$ cat config.mk
export PLATFORM = sky130hd
export DESIGN_NAME = servo_pose_interpolator
export DESIGN_NICKNAME = d
export VERILOG_FILES = /design/src/rtl/core/spi_pkg.sv /design/src/rtl/core/servo_pose_interpolator.sv /design/src/rtl/core/spi_ram.sv /design/src/rtl/core/spi_div.sv
export SDC_FILE = /design/constraint.sdc
export NUM_CORES = 2
export LEC_CHECK = 0
export BUFFER_PORTS_ARGS = -buffer_cell sky130_fd_sc_hd__buf_2
export CORE_AREA = 5 5 246 368
export CTS_CLUSTER_SIZE = 40
export DETAILED_ROUTE_END_ITERATION = 7
export DIE_AREA = 0 0 251 373
export PLACE_DENSITY = 0.77
export REMOVE_ABC_BUFFERS = 1
export SLEW_MARGIN = 20
export SYNTH_ARGS = -nofsm -noshare
export SYNTH_HDL_FRONTEND = slang
export SYNTH_SLANG_ARGS = --single-unit
$ cat constraint.sdc
create_clock -name clk -period 6.7 [get_ports clk]
set_clock_uncertainty 0.05 [all_clocks]
set_input_delay 0.67 -clock clk [delete_from_list [all_inputs] [get_ports clk]]
set_output_delay 0.67 -clock clk [all_outputs]
set_load 0.05 [all_outputs]
$ cat src/rtl/core/spi_pkg.sv
// package for the servo pose interpolator
// widths, frame constants, register indexes and item kind codes; no dependencies
package spi_pkg;
  localparam int MaxServosDef = 18;
  localparam int PosShiftDef = 3;
  localparam int FrameMsDef = 33;

  localparam logic [1:0] KIND_SET_CUR = 2'd0;
  localparam logic [1:0] KIND_SET_TGT = 2'd1;
  localparam logic [1:0] KIND_START = 2'd2;
  localparam logic [1:0] KIND_TICK = 2'd3;

  localparam logic [1:0] REG_COUNT = 2'd0;
  localparam logic [1:0] REG_ID = 2'd1;
  localparam logic [1:0] REG_THRESH = 2'd2;
  localparam logic [1:0] REG_OFFSET = 2'd3;

  localparam logic [7:0] HDR_FF = 8'hFF;
  localparam logic [7:0] HDR_BCAST = 8'hFE;
  localparam logic [7:0] SYNC_WRITE = 8'h83;
  localparam logic [7:0] GOAL_REG = 8'h1E;
  localparam logic [7:0] DATA_LEN = 8'h02;
  localparam logic [9:0] FORCE_FULL = 10'd1023;
endpackage

$ cat src/rtl/core/servo_pose_interpolator.sv
// servo pose interpolator top level: pose memories, move sequencer, frame output
// depends on spi_pkg, spi_ram, spi_div
//
// channel | direction | handshake        | payload
// in      | sink      | valid/ready      | kind, servo_index, position, lowering, move_time, adc
// out     | source    | out_valid/ready  | packet_byte, last_byte, still_moving
// cfg     | sink      | apb write/read   | four registers at 4*i
//
// set items pass through a single write state; a start runs the serial divider once per servo
// a tick while moving reads, waits for and writes back each servo's pose, then sends seven header bytes,
// a body read and three bytes per servo, and one checksum byte
// rst resets control and config, then a sweep writes every pose memory entry to its reset pose
// output stalls hold the sequencer; one item is worked at a time
module servo_pose_interpolator
  import spi_pkg::*;
#(
  parameter int MaxServos = MaxServosDef,
  parameter int PosShift = PosShiftDef,
  parameter int FrameMs = FrameMsDef
) (
  input  logic clk,
  input  logic rst,
  input  logic valid,
  output logic ready,
  input  logic [1:0] kind,
  input  logic [4:0] servo_index,
  input  logic [9:0] position,
  input  logic lowering,
  input  logic [15:0] move_time,
  input  logic [9:0] adc_ch0,
  input  logic [9:0] adc_ch1,
  input  logic [9:0] adc_ch2,
  input  logic [9:0] adc_ch3,
  input  logic [9:0] adc_ch4,
  input  logic [9:0] adc_ch5,
  output logic out_valid,
  input  logic out_ready,
  output logic [7:0] packet_byte,
  output logic last_byte,
  output logic still_moving,
  input  logic psel,
  input  logic penable,
  input  logic pwrite,
  input  logic [3:0] paddr,
  input  logic [31:0] pwdata,
  output logic [31:0] prdata,
  output logic pready
);
  localparam int PW = 10 + PosShift;
  localparam int AW = (MaxServos > 1) ? $clog2(MaxServos) : 1;
  localparam int EW = PW + 1;
  localparam logic [PW-1:0] PoseReset = PW'(512) << PosShift;
  // frame count by reciprocal multiplication
  localparam int FrameShift = 16 + $clog2(FrameMs);
  localparam logic [47:0] FrameRecip =
    48'(((64'd1 << FrameShift) + 64'(FrameMs) - 64'd1) / 64'(FrameMs));

  localparam logic [3:0] S_CLEAR = 4'd0;
  localparam logic [3:0] S_IDLE = 4'd1;
  localparam logic [3:0] S_ST_RD = 4'd2;
  localparam logic [3:0] S_ST_DIV = 4'd3;
  localparam logic [3:0] S_ST_WR = 4'd4;
  localparam logic [3:0] S_TK_RD = 4'd5;
  localparam logic [3:0] S_TK_WAIT = 4'd6;
  localparam logic [3:0] S_TK_WR = 4'd7;
  localparam logic [3:0] S_HDR = 4'd8;
  localparam logic [3:0] S_BODY_RD = 4'd9;
  localparam logic [3:0] S_BODY = 4'd10;
  localparam logic [3:0] S_SUM = 4'd11;
  localparam logic [3:0] S_SETWR = 4'd12;

  logic [3:0] state;
  logic [4:0] servo_count;
  logic [7:0] first_servo_id;
  logic [9:0] force_threshold;
  logic [9:0] sensor_offset;
  logic moving;
  logic [MaxServos-1:0] low_flags;

  // item latch
  logic [1:0] k_kind;
  logic [AW-1:0] k_idx;
  logic k_idx_ok;
  logic [PW-1:0] k_pos;
  logic k_low;
  logic [16:0] k_frames;
  logic [9:0] k_adc [6];

  logic [AW-1:0] idx;
  logic [4:0] n_act;
  logic [2:0] hcnt;
  logic [1:0] bsel;
  logic [7:0] sum;
  logic [4:0] pending;

  logic [47:0] frames_prod;
  assign frames_prod = 48'(move_time) * FrameRecip;

  // memories: pose word holds current and target
  logic pm_we;
  logic [AW-1:0] pm_addr;
  logic [2*PW-1:0] pm_wdata, pm_rdata;
  logic sm_we;
  logic [AW-1:0] sm_addr;
  logic [PW-1:0] sm_wdata, sm_rdata;

  spi_ram #(.Width(2*PW), .Depth(MaxServos)) u_pose (
    .clk(clk), .we(pm_we), .addr(pm_addr), .wdata(pm_wdata), .rdata(pm_rdata)
  );
  spi_ram #(.Width(PW), .Depth(MaxServos)) u_speed (
    .clk(clk), .we(sm_we), .addr(sm_addr), .wdata(sm_wdata), .rdata(sm_rdata)
  );

  logic [PW-1:0] cur, tgt;
  assign cur = pm_rdata[PW-1:0];
  assign tgt = pm_rdata[2*PW-1:PW];

  logic [PW-1:0] diff;
  logic up;
  assign up = tgt > cur;
  assign diff = up ? tgt - cur : cur - tgt;

  logic div_start, div_busy;
  logic [PW-1:0] div_quo;
  logic [PW-1:0] frames_cl;
  // frames fits PW bits unless it exceeds every possible diff: then quotient is 0
  assign frames_cl = (k_frames > 17'((1 << PW) - 1)) ? {PW{1'b1}} : PW'(k_frames);
  spi_div #(.Width(PW)) u_div (
    .clk(clk), .rst(rst), .start(div_start), .num(diff), .den(frames_cl),
    .busy(div_busy), .quo(div_quo)
  );

  // force path
  logic [2:0] ch;
  logic offs;
  always_comb begin
    ch = 3'd5;
    offs = 1'b1;
    case (5'(idx))
      5'd0, 5'd2, 5'd4: begin ch = 3'd0; offs = 1'b1; end
      5'd1, 5'd3, 5'd5: begin ch = 3'd1; offs = 1'b0; end
      5'd12, 5'd14, 5'd16: begin ch = 3'd2; offs = 1'b0; end
      5'd13, 5'd15, 5'd17: begin ch = 3'd3; offs = 1'b1; end
      5'd6, 5'd8, 5'd10: begin ch = 3'd4; offs = 1'b0; end
      default: begin ch = 3'd5; offs = 1'b1; end
    endcase
  end
  logic signed [11:0] force_val;
  assign force_val = $signed({2'b0, FORCE_FULL}) - $signed({2'b0, k_adc[ch]})
                     - (offs ? $signed({2'b0, sensor_offset}) : 12'sd0);
  logic stop_hit;
  assign stop_hit = low_flags[idx] && (force_val > $signed({2'b0, force_threshold}));

  logic [EW-1:0] cur_add;
  assign cur_add = {1'b0, cur} + {1'b0, sm_rdata};

  logic [7:0] len;
  assign len = 8'(4 + 3 * n_act);
  logic [7:0] cur_id;
  assign cur_id = first_servo_id + 8'(idx);
  logic [9:0] cur_raw;
  assign cur_raw = 10'(cur >> PosShift);

  logic out_go;
  assign out_go = out_valid && out_ready;
  assign ready = (state == S_IDLE);
  assign pready = 1'b1;

  // output byte register
  logic byte_load;
  assign byte_load = ((state == S_HDR) || (state == S_BODY) || (state == S_SUM))
                     && (!out_valid || out_go);

  always_comb begin
    pm_we = 1'b0;
    pm_addr = idx;
    pm_wdata = pm_rdata;
    sm_we = 1'b0;
    sm_addr = idx;
    sm_wdata = '0;
    div_start = 1'b0;
    case (state)
      S_CLEAR: begin
        pm_we = 1'b1;
        pm_wdata = {PoseReset, PoseReset};
      end
      S_IDLE: begin
        pm_addr = AW'(servo_index);
      end
      S_SETWR: begin
        pm_addr = k_idx;
        pm_we = k_idx_ok;
        if (k_kind == KIND_SET_CUR) begin
          pm_wdata = {pm_rdata[2*PW-1:PW], k_pos};
        end else begin
          pm_wdata = {k_pos, pm_rdata[PW-1:0]};
        end
      end
      S_ST_DIV: begin
        div_start = (pending == 5'd0);
      end
      S_ST_WR: begin
        sm_we = 1'b1;
        sm_wdata = low_flags[idx] ? (div_quo + 1'b1) >> 1 : div_quo + 1'b1;
      end
      S_TK_WR: begin
        pm_we = 1'b1;
        if (cur == tgt) begin
          pm_wdata = pm_rdata;
        end else if (stop_hit) begin
          pm_wdata = {cur, cur};
        end else if (up) begin
          pm_wdata = (diff < sm_rdata) ? {tgt, tgt} : {tgt, cur_add[PW-1:0]};
        end else begin
          pm_wdata = (diff < sm_rdata) ? {tgt, tgt} : {tgt, cur - sm_rdata};
        end
      end
      default: begin
      end
    endcase
  end

  logic tick_done;
  always_comb begin
    tick_done = (cur == tgt) || stop_hit || (diff < sm_rdata);
  end

  logic any_moving;

  always_ff @(posedge clk) begin
    if (rst) begin
      state <= S_CLEAR;
      idx <= '0;
      servo_count <= 5'd18;
      first_servo_id <= 8'd1;
      force_threshold <= 10'd100;
      sensor_offset <= 10'd30;
      moving <= 1'b0;
      low_flags <= '0;
      out_valid <= 1'b0;
      pending <= '0;
    end else begin
      if (psel && penable && pwrite) begin
        case (paddr[3:2])
          REG_COUNT: servo_count <= pwdata[4:0];
          REG_ID: first_servo_id <= pwdata[7:0];
          REG_THRESH: force_threshold <= pwdata[9:0];
          REG_OFFSET: sensor_offset <= pwdata[9:0];
          default: begin end
        endcase
      end
      if (byte_load) begin
        out_valid <= 1'b1;
      end else if (out_go) begin
        out_valid <= 1'b0;
      end
      case (state)
        S_CLEAR: begin
          if (32'(idx) == MaxServos - 1) begin
            state <= S_IDLE;
            idx <= '0;
          end else begin
            idx <= idx + 1'b1;
          end
        end
        S_IDLE: begin
          if (valid) begin
            k_kind <= kind;
            k_idx <= AW'(servo_index);
            k_idx_ok <= 32'(servo_index) < MaxServos;
            k_pos <= PW'(position) << PosShift;
            k_low <= lowering;
            k_frames <= 17'(frames_prod >> FrameShift) + 17'd1;
            k_adc[0] <= adc_ch0;
            k_adc[1] <= adc_ch1;
            k_adc[2] <= adc_ch2;
            k_adc[3] <= adc_ch3;
            k_adc[4] <= adc_ch4;
            k_adc[5] <= adc_ch5;
            n_act <= (32'(servo_count) > MaxServos) ? 5'(MaxServos) : servo_count;
            idx <= '0;
            any_moving <= 1'b0;
            case (kind)
              KIND_SET_CUR, KIND_SET_TGT: state <= S_SETWR;
              KIND_START: state <= S_ST_RD;
              default: state <= moving ? S_TK_RD : S_IDLE;
            endcase
          end
        end
        S_SETWR: begin
          if (k_kind == KIND_SET_TGT && k_idx_ok) begin
            low_flags[k_idx] <= k_low;
          end
          state <= S_IDLE;
        end
        S_ST_RD: begin
          if (n_act == 5'd0) begin
            moving <= 1'b1;
            state <= S_IDLE;
          end else begin
            pending <= '0;
            state <= S_ST_DIV;
          end
        end
        S_ST_DIV: begin
          if (pending == 5'd0) begin
            pending <= 5'd1;
          end else if (!div_busy) begin
            state <= S_ST_WR;
          end
        end
        S_ST_WR: begin
          if (5'(idx) + 5'd1 >= n_act) begin
            moving <= 1'b1;
            idx <= '0;
            state <= S_IDLE;
          end else begin
            idx <= idx + 1'b1;
            state <= S_ST_RD;
          end
        end
        S_TK_RD: begin
          state <= (n_act == 5'd0) ? S_HDR : S_TK_WAIT;
          hcnt <= '0;
        end
        S_TK_WAIT: state <= S_TK_WR;
        S_TK_WR: begin
          if (!tick_done) begin
            any_moving <= 1'b1;
          end
          if (5'(idx) + 5'd1 >= n_act) begin
            idx <= '0;
            hcnt <= '0;
            state <= S_HDR;
          end else begin
            idx <= idx + 1'b1;
            state <= S_TK_RD;
          end
        end
        S_HDR: begin
          if (!out_valid || out_go) begin
            if (hcnt == 3'd0) begin
              moving <= any_moving;
              still_moving <= any_moving;
              sum <= HDR_BCAST + len + SYNC_WRITE + GOAL_REG + DATA_LEN;
            end
            last_byte <= 1'b0;
            case (hcnt)
              3'd0, 3'd1: packet_byte <= HDR_FF;
              3'd2: packet_byte <= HDR_BCAST;
              3'd3: packet_byte <= len;
              3'd4: packet_byte <= SYNC_WRITE;
              3'd5: packet_byte <= GOAL_REG;
              default: packet_byte <= DATA_LEN;
            endcase
            hcnt <= hcnt + 1'b1;
            if (hcnt == 3'd6) begin
              state <= (n_act == 5'd0) ? S_SUM : S_BODY_RD;
              bsel <= '0;
            end
          end
        end
        S_BODY_RD: state <= S_BODY;
        S_BODY: begin
          if (!out_valid || out_go) begin
            last_byte <= 1'b0;
            case (bsel)
              2'd0: begin packet_byte <= cur_id; sum <= sum + cur_id; end
              2'd1: begin packet_byte <= cur_raw[7:0]; sum <= sum + cur_raw[7:0]; end
              default: begin
                packet_byte <= {6'd0, cur_raw[9:8]};
                sum <= sum + {6'd0, cur_raw[9:8]};
              end
            endcase
            if (bsel == 2'd2) begin
              bsel <= '0;
              if (5'(idx) + 5'd1 >= n_act) begin
                state <= S_SUM;
              end else begin
                idx <= idx + 1'b1;
                state <= S_BODY_RD;
              end
            end else begin
              bsel <= bsel + 1'b1;
            end
          end
        end
        S_SUM: begin
          if (!out_valid || out_go) begin
            last_byte <= 1'b1;
            packet_byte <= ~sum;
            idx <= '0;
            state <= S_IDLE;
          end
        end
        default: state <= S_IDLE;
      endcase
    end
  end

  always_comb begin
    prdata = '0;
    case (paddr[3:2])
      REG_COUNT: prdata = 32'(servo_count);
      REG_ID: prdata = 32'(first_servo_id);
      REG_THRESH: prdata = 32'(force_threshold);
      REG_OFFSET: prdata = 32'(sensor_offset);
      default: prdata = '0;
    endcase
  end

`ifndef ASSERT_OFF
  a_ready_idle: assert property (@(posedge clk) disable iff (rst)
    ready |-> state == S_IDLE) else $error("ready outside idle");
  a_last_idle: assert property (@(posedge clk) disable iff (rst)
    (out_valid && last_byte) |-> (state != S_BODY && state != S_BODY_RD))
    else $error("last byte order");
  a_out_hold: assert property (@(posedge clk) disable iff (rst)
    (out_valid && !out_ready) |=> out_valid && $stable(packet_byte))
    else $error("output dropped");
  a_div_idle: assert property (@(posedge clk) disable iff (rst)
    div_busy |-> state == S_ST_DIV) else $error("divider busy out of start");
`endif
endmodule

$ cat src/rtl/core/spi_ram.sv
// generic single-port ram with registered read
// no dependencies
module spi_ram #(
  parameter int Width = 8,
  parameter int Depth = 16
) (
  input  logic clk,
  input  logic we,
  input  logic [((Depth > 1) ? $clog2(Depth) : 1)-1:0] addr,
  input  logic [Width-1:0] wdata,
  output logic [Width-1:0] rdata
);
  logic [Width-1:0] mem [Depth];
  always_ff @(posedge clk) begin
    if (we) begin
      mem[addr] <= wdata;
    end
    rdata <= mem[addr];
  end
endmodule

$ cat src/rtl/core/spi_div.sv
// restoring divider, one quotient bit per cycle
// depends on nothing
module spi_div #(
  parameter int Width = 13
) (
  input  logic clk,
  input  logic rst,
  input  logic start,
  input  logic [Width-1:0] num,
  input  logic [Width-1:0] den,
  output logic busy,
  output logic [Width-1:0] quo
);
  logic [Width-1:0] rem;
  logic [Width-1:0] dv;
  logic [$clog2(Width+1)-1:0] cnt;
  logic [Width:0] trial;
  assign trial = {rem, quo[Width-1]} - {1'b0, dv};
  always_ff @(posedge clk) begin
    if (rst) begin
      busy <= 1'b0;
    end else if (start) begin
      busy <= 1'b1;
      cnt <= $clog2(Width+1)'(Width);
      rem <= '0;
      quo <= num;
      dv <= den;
    end else if (busy) begin
      if (!trial[Width]) begin
        rem <= trial[Width-1:0];
        quo <= {quo[Width-2:0], 1'b1};
      end else begin
        rem <= {rem[Width-2:0], quo[Width-1]};
        quo <= {quo[Width-2:0], 1'b0};
      end
      cnt <= cnt - 1'b1;
      if (cnt == 1) begin
        busy <= 1'b0;
      end
    end
  end
endmodule

==> flow_metrics.env <==
export IMPL_status="finished, final reports clean"
export IMPL_antenna_found_initial=2
export IMPL_synth_area_leaders="edfxtp_1 54%, mux4_2 8.2%, ha_1 7.0%"
export IMPL_path_clk_slew_ns=0.07
export IMPL_die_height_um=373
export IMPL_p_per_area_nw_per_um2=443
export IMPL_leakage_nw=19.6
export IMPL_async_flop_share_pct=0
export IMPL_drc=0
export IMPL_clock_fmax_ghz=0.158
export IMPL_setup_viol=0
export IMPL_gp_congestion=0.928
export IMPL_rsz0062_at_grt="no"
export IMPL_cp_slowest_cell="fa_2"
export IMPL_cts_tree="done"
export IMPL_wirelength_um=115000
export IMPL_fin_crit_ns=6.32
export IMPL_syn_to_final_growth_pct=12.5
export IMPL_synth_largest_area_cell="edfxtp_1"
export IMPL_synth_ff_type="edfxtp_1"
export IMPL_fin_nets=4232
export IMPL_switching_share_pct=36.9
export IMPL_crit_fanout=4
export IMPL_hold_viol_final=0
export IMPL_via_per_inst=6.04
export IMPL_clk_latency_ns=0.72
export IMPL_grt_pass1_vias=31100
export IMPL_synth_top_cell_area_share_pct=53.9
export IMPL_dp_hpwl_um=77500
export IMPL_p_int_mw=15.1
export IMPL_required_ns=7.06
export IMPL_cts_hold_buf=0
export IMPL_fin_util_pct=62.2
export IMPL_wl_per_cell_um=23.1
export IMPL_start_util_pct=55.3
export IMPL_num_io_pins=182
export IMPL_ant_nets=0
export IMPL_grt_pass1_wl_um=177000
export IMPL_combPwrFrac_pct=44.4
export IMPL_ctsHtreeMaxLevel=3
export IMPL_portBuffers=134
export IMPL_rows=133
export IMPL_worst_pin_slew_ns=1.08
export IMPL_synth_common_cells="864 x edfxtp_1, 287 x nand2_1, 269 x ha_1"
export IMPL_syn_cell_area_um2=48200
export IMPL_first_iter_violations=2730
export IMPL_p_sw_mw=8.86
export IMPL_cts_buffer_depth=3
export IMPL_clockRootBuffer="clkbuf_16"
export IMPL_ys_seq_elements=971
export IMPL_drt_first_pass_iters=8
export IMPL_grt_max_degree=82
export IMPL_timing_final_crit_share_pct=94.3
export IMPL_synthCells=3492
export IMPL_numCtsBuffers=88
export IMPL_worst_path_largest_cell_delay_ns=0.64
export IMPL_core_area_um2=87000
export IMPL_setup_worst_path_class="in -> reg"
export IMPL_track_usage_pct=24.3
export IMPL_yosysMostFrequentCell="edfxtp_1"
export IMPL_avgSynthCellArea_um2=13.8
export IMPL_dieArea_um2=93600
export IMPL_critPathLaunchType="input pin"
export IMPL_max_vdd_ir_drop_uv=513
export IMPL_layout_drive_gt1_share_pct=18.9
export IMPL_slew_limit_headroom_pct=28.0
export IMPL_power_frac_seq_pct=33.5
export IMPL_cts_resized_gates=0
export IMPL_yosysWarnings=0
export IMPL_num_vias=30000
export IMPL_hp_class="in -> reg"
export IMPL_cts_sinks=971
export IMPL_dieWidth_um=251
export IMPL_cts_setup_buffers=0
export IMPL_drv_cap=0
export IMPL_ys_seq_area_share_pct=58.3
export IMPL_cp_arrival_ns=6.67
export IMPL_synth_edf_count=864
export IMPL_grt_overflow_total=0
export IMPL_power_frac_clock_pct=22.1
export IMPL_drv_slew=0
export IMPL_synthDistinctLibCells=96
export IMPL_total_power_mw=24.0
export IMPL_end_kind="flop"
==> power by group through the flow <==
stage,Combinational (mW),Clock [mW],Sequential (mW)
3_5_place_dp,10.6,0,8.16
5_1_grt,11.8,5.65,8.09
6_report,10.7,5.30,8.05
3_3_place_gp,10.3,0,8.12
2_1_floorplan,7.42,0,8.15
4_1_cts,10.7,5.37,8.05
==> through the flow <==
step           area [µm²]  setup TNS, ns  hold WS, ns  cells  setup WS [ns]
6_report            54200              0       0.0765   4962          0.383
5_1_grt             54200              0       0.0501   4960       0.000571
4_1_cts             54200              0       0.0376   4960          0.335
3_5_place_dp        51100         -0.751        0.355   4795         -0.336
3_3_place_gp        51000         -0.476        0.353   4794         -0.245
2_1_floorplan       47500        -551.23        0.350   3348          -2.30
==> cells by family after synthesis <==
| group | share of synthesized area (%) |
|---|---|
| AOI/OAI and AO/OA | 7.95 |
| xor gates and xnor gates | 1.75 |
| adders and majority gates | 10.6 |
| buffers and inverters | 3.69 |
| DFF | 58.3 |
| muxes | 10.5 |
| other | 0.0156 |
| and+or+nand+nor | 7.15 |
==> registers in the layout (all words and copies together) (netlist names), 5 cells and up <==
name	cells
u_pose.rdata	26
n_act	5
u_div.dv	12
servo_count	5
force_threshold	10
sensor_offset	10
k_pos	10
low_flags	18
k_idx	5
u_div.rem	13
packet_byte	8
u_div.quo	13
k_adc	60
u_speed.mem	234
idx	5
k_frames	12
first_servo_id	8
sum	8
u_speed.rdata	13
u_pose.mem	468
==> placed cells by master (no fill, tap or decap), types with 33 or more instances in the layout <==
master,synthesis,routed
ha_1,269,269
dfxtp_1,107,104
clkbuf_16,0,89
buf_2,26,134
a21oi_1,184,183
a21o_1,37,37
fa_1,88,87
edfxtp_1,864,864
nand2_1,287,286
mux4_2,175,175
nand3_1,68,68
buf_4,24,165
o21ai_0,124,124
xnor2_1,60,60
mux2_2,33,33
inv_1,264,264
nor2b_1,34,34
a22oi_1,53,53
mux2i_1,73,73
xor2_1,36,36
nor2_1,214,183
==> critical path, delay by kind of cell <==
family                     cells  cell delay (ns)
xor gates and xnor gates       2             0.26
buffers and inverters          6             0.49
AOI/OAI and AO/OA              8             1.46
and+or+nand+nor                5             0.65
adders and majority gates      8             3.14
==> final cells by class <==
type                            instances  area (µm²)
Antenna cell                            2        5.00
Clock buffer                          122        2430
Clock inverter                         43         659
Fill cell                            6353       32900
Inverter                              268        1010
Multi-Input combinational cell       2109       18600
Sequential cell                       971       28100
Tap cell                             1147        1440
Timing Repair Buffer                  300        1930
==> metal layers <==
metal	track usage, %	vias to the layer above	part of all wire (%)
met4	12.1	0	5.5
met3	3.69	339	6.8
met5	0	-	0
met1	28.5	14900	35
met2	43.3	1264	52
li1	-	13500	-
==> path summary, 6_finish.rpt <==
kind	start	end	slack [ns]	cells past startpoint
setup / recovery	move_time[4]	k_frames[10]	0.38	29
hold / removal	position[2]	k_pos[5]	0.08	1
setup reg to reg	ch[0]	u_pose.mem[4][15]	0.50	22
hold reg to reg	k_frames[0]	u_div.dv[0]	0.37	0
Note: power is estimated with default switching activity, not from simulation.
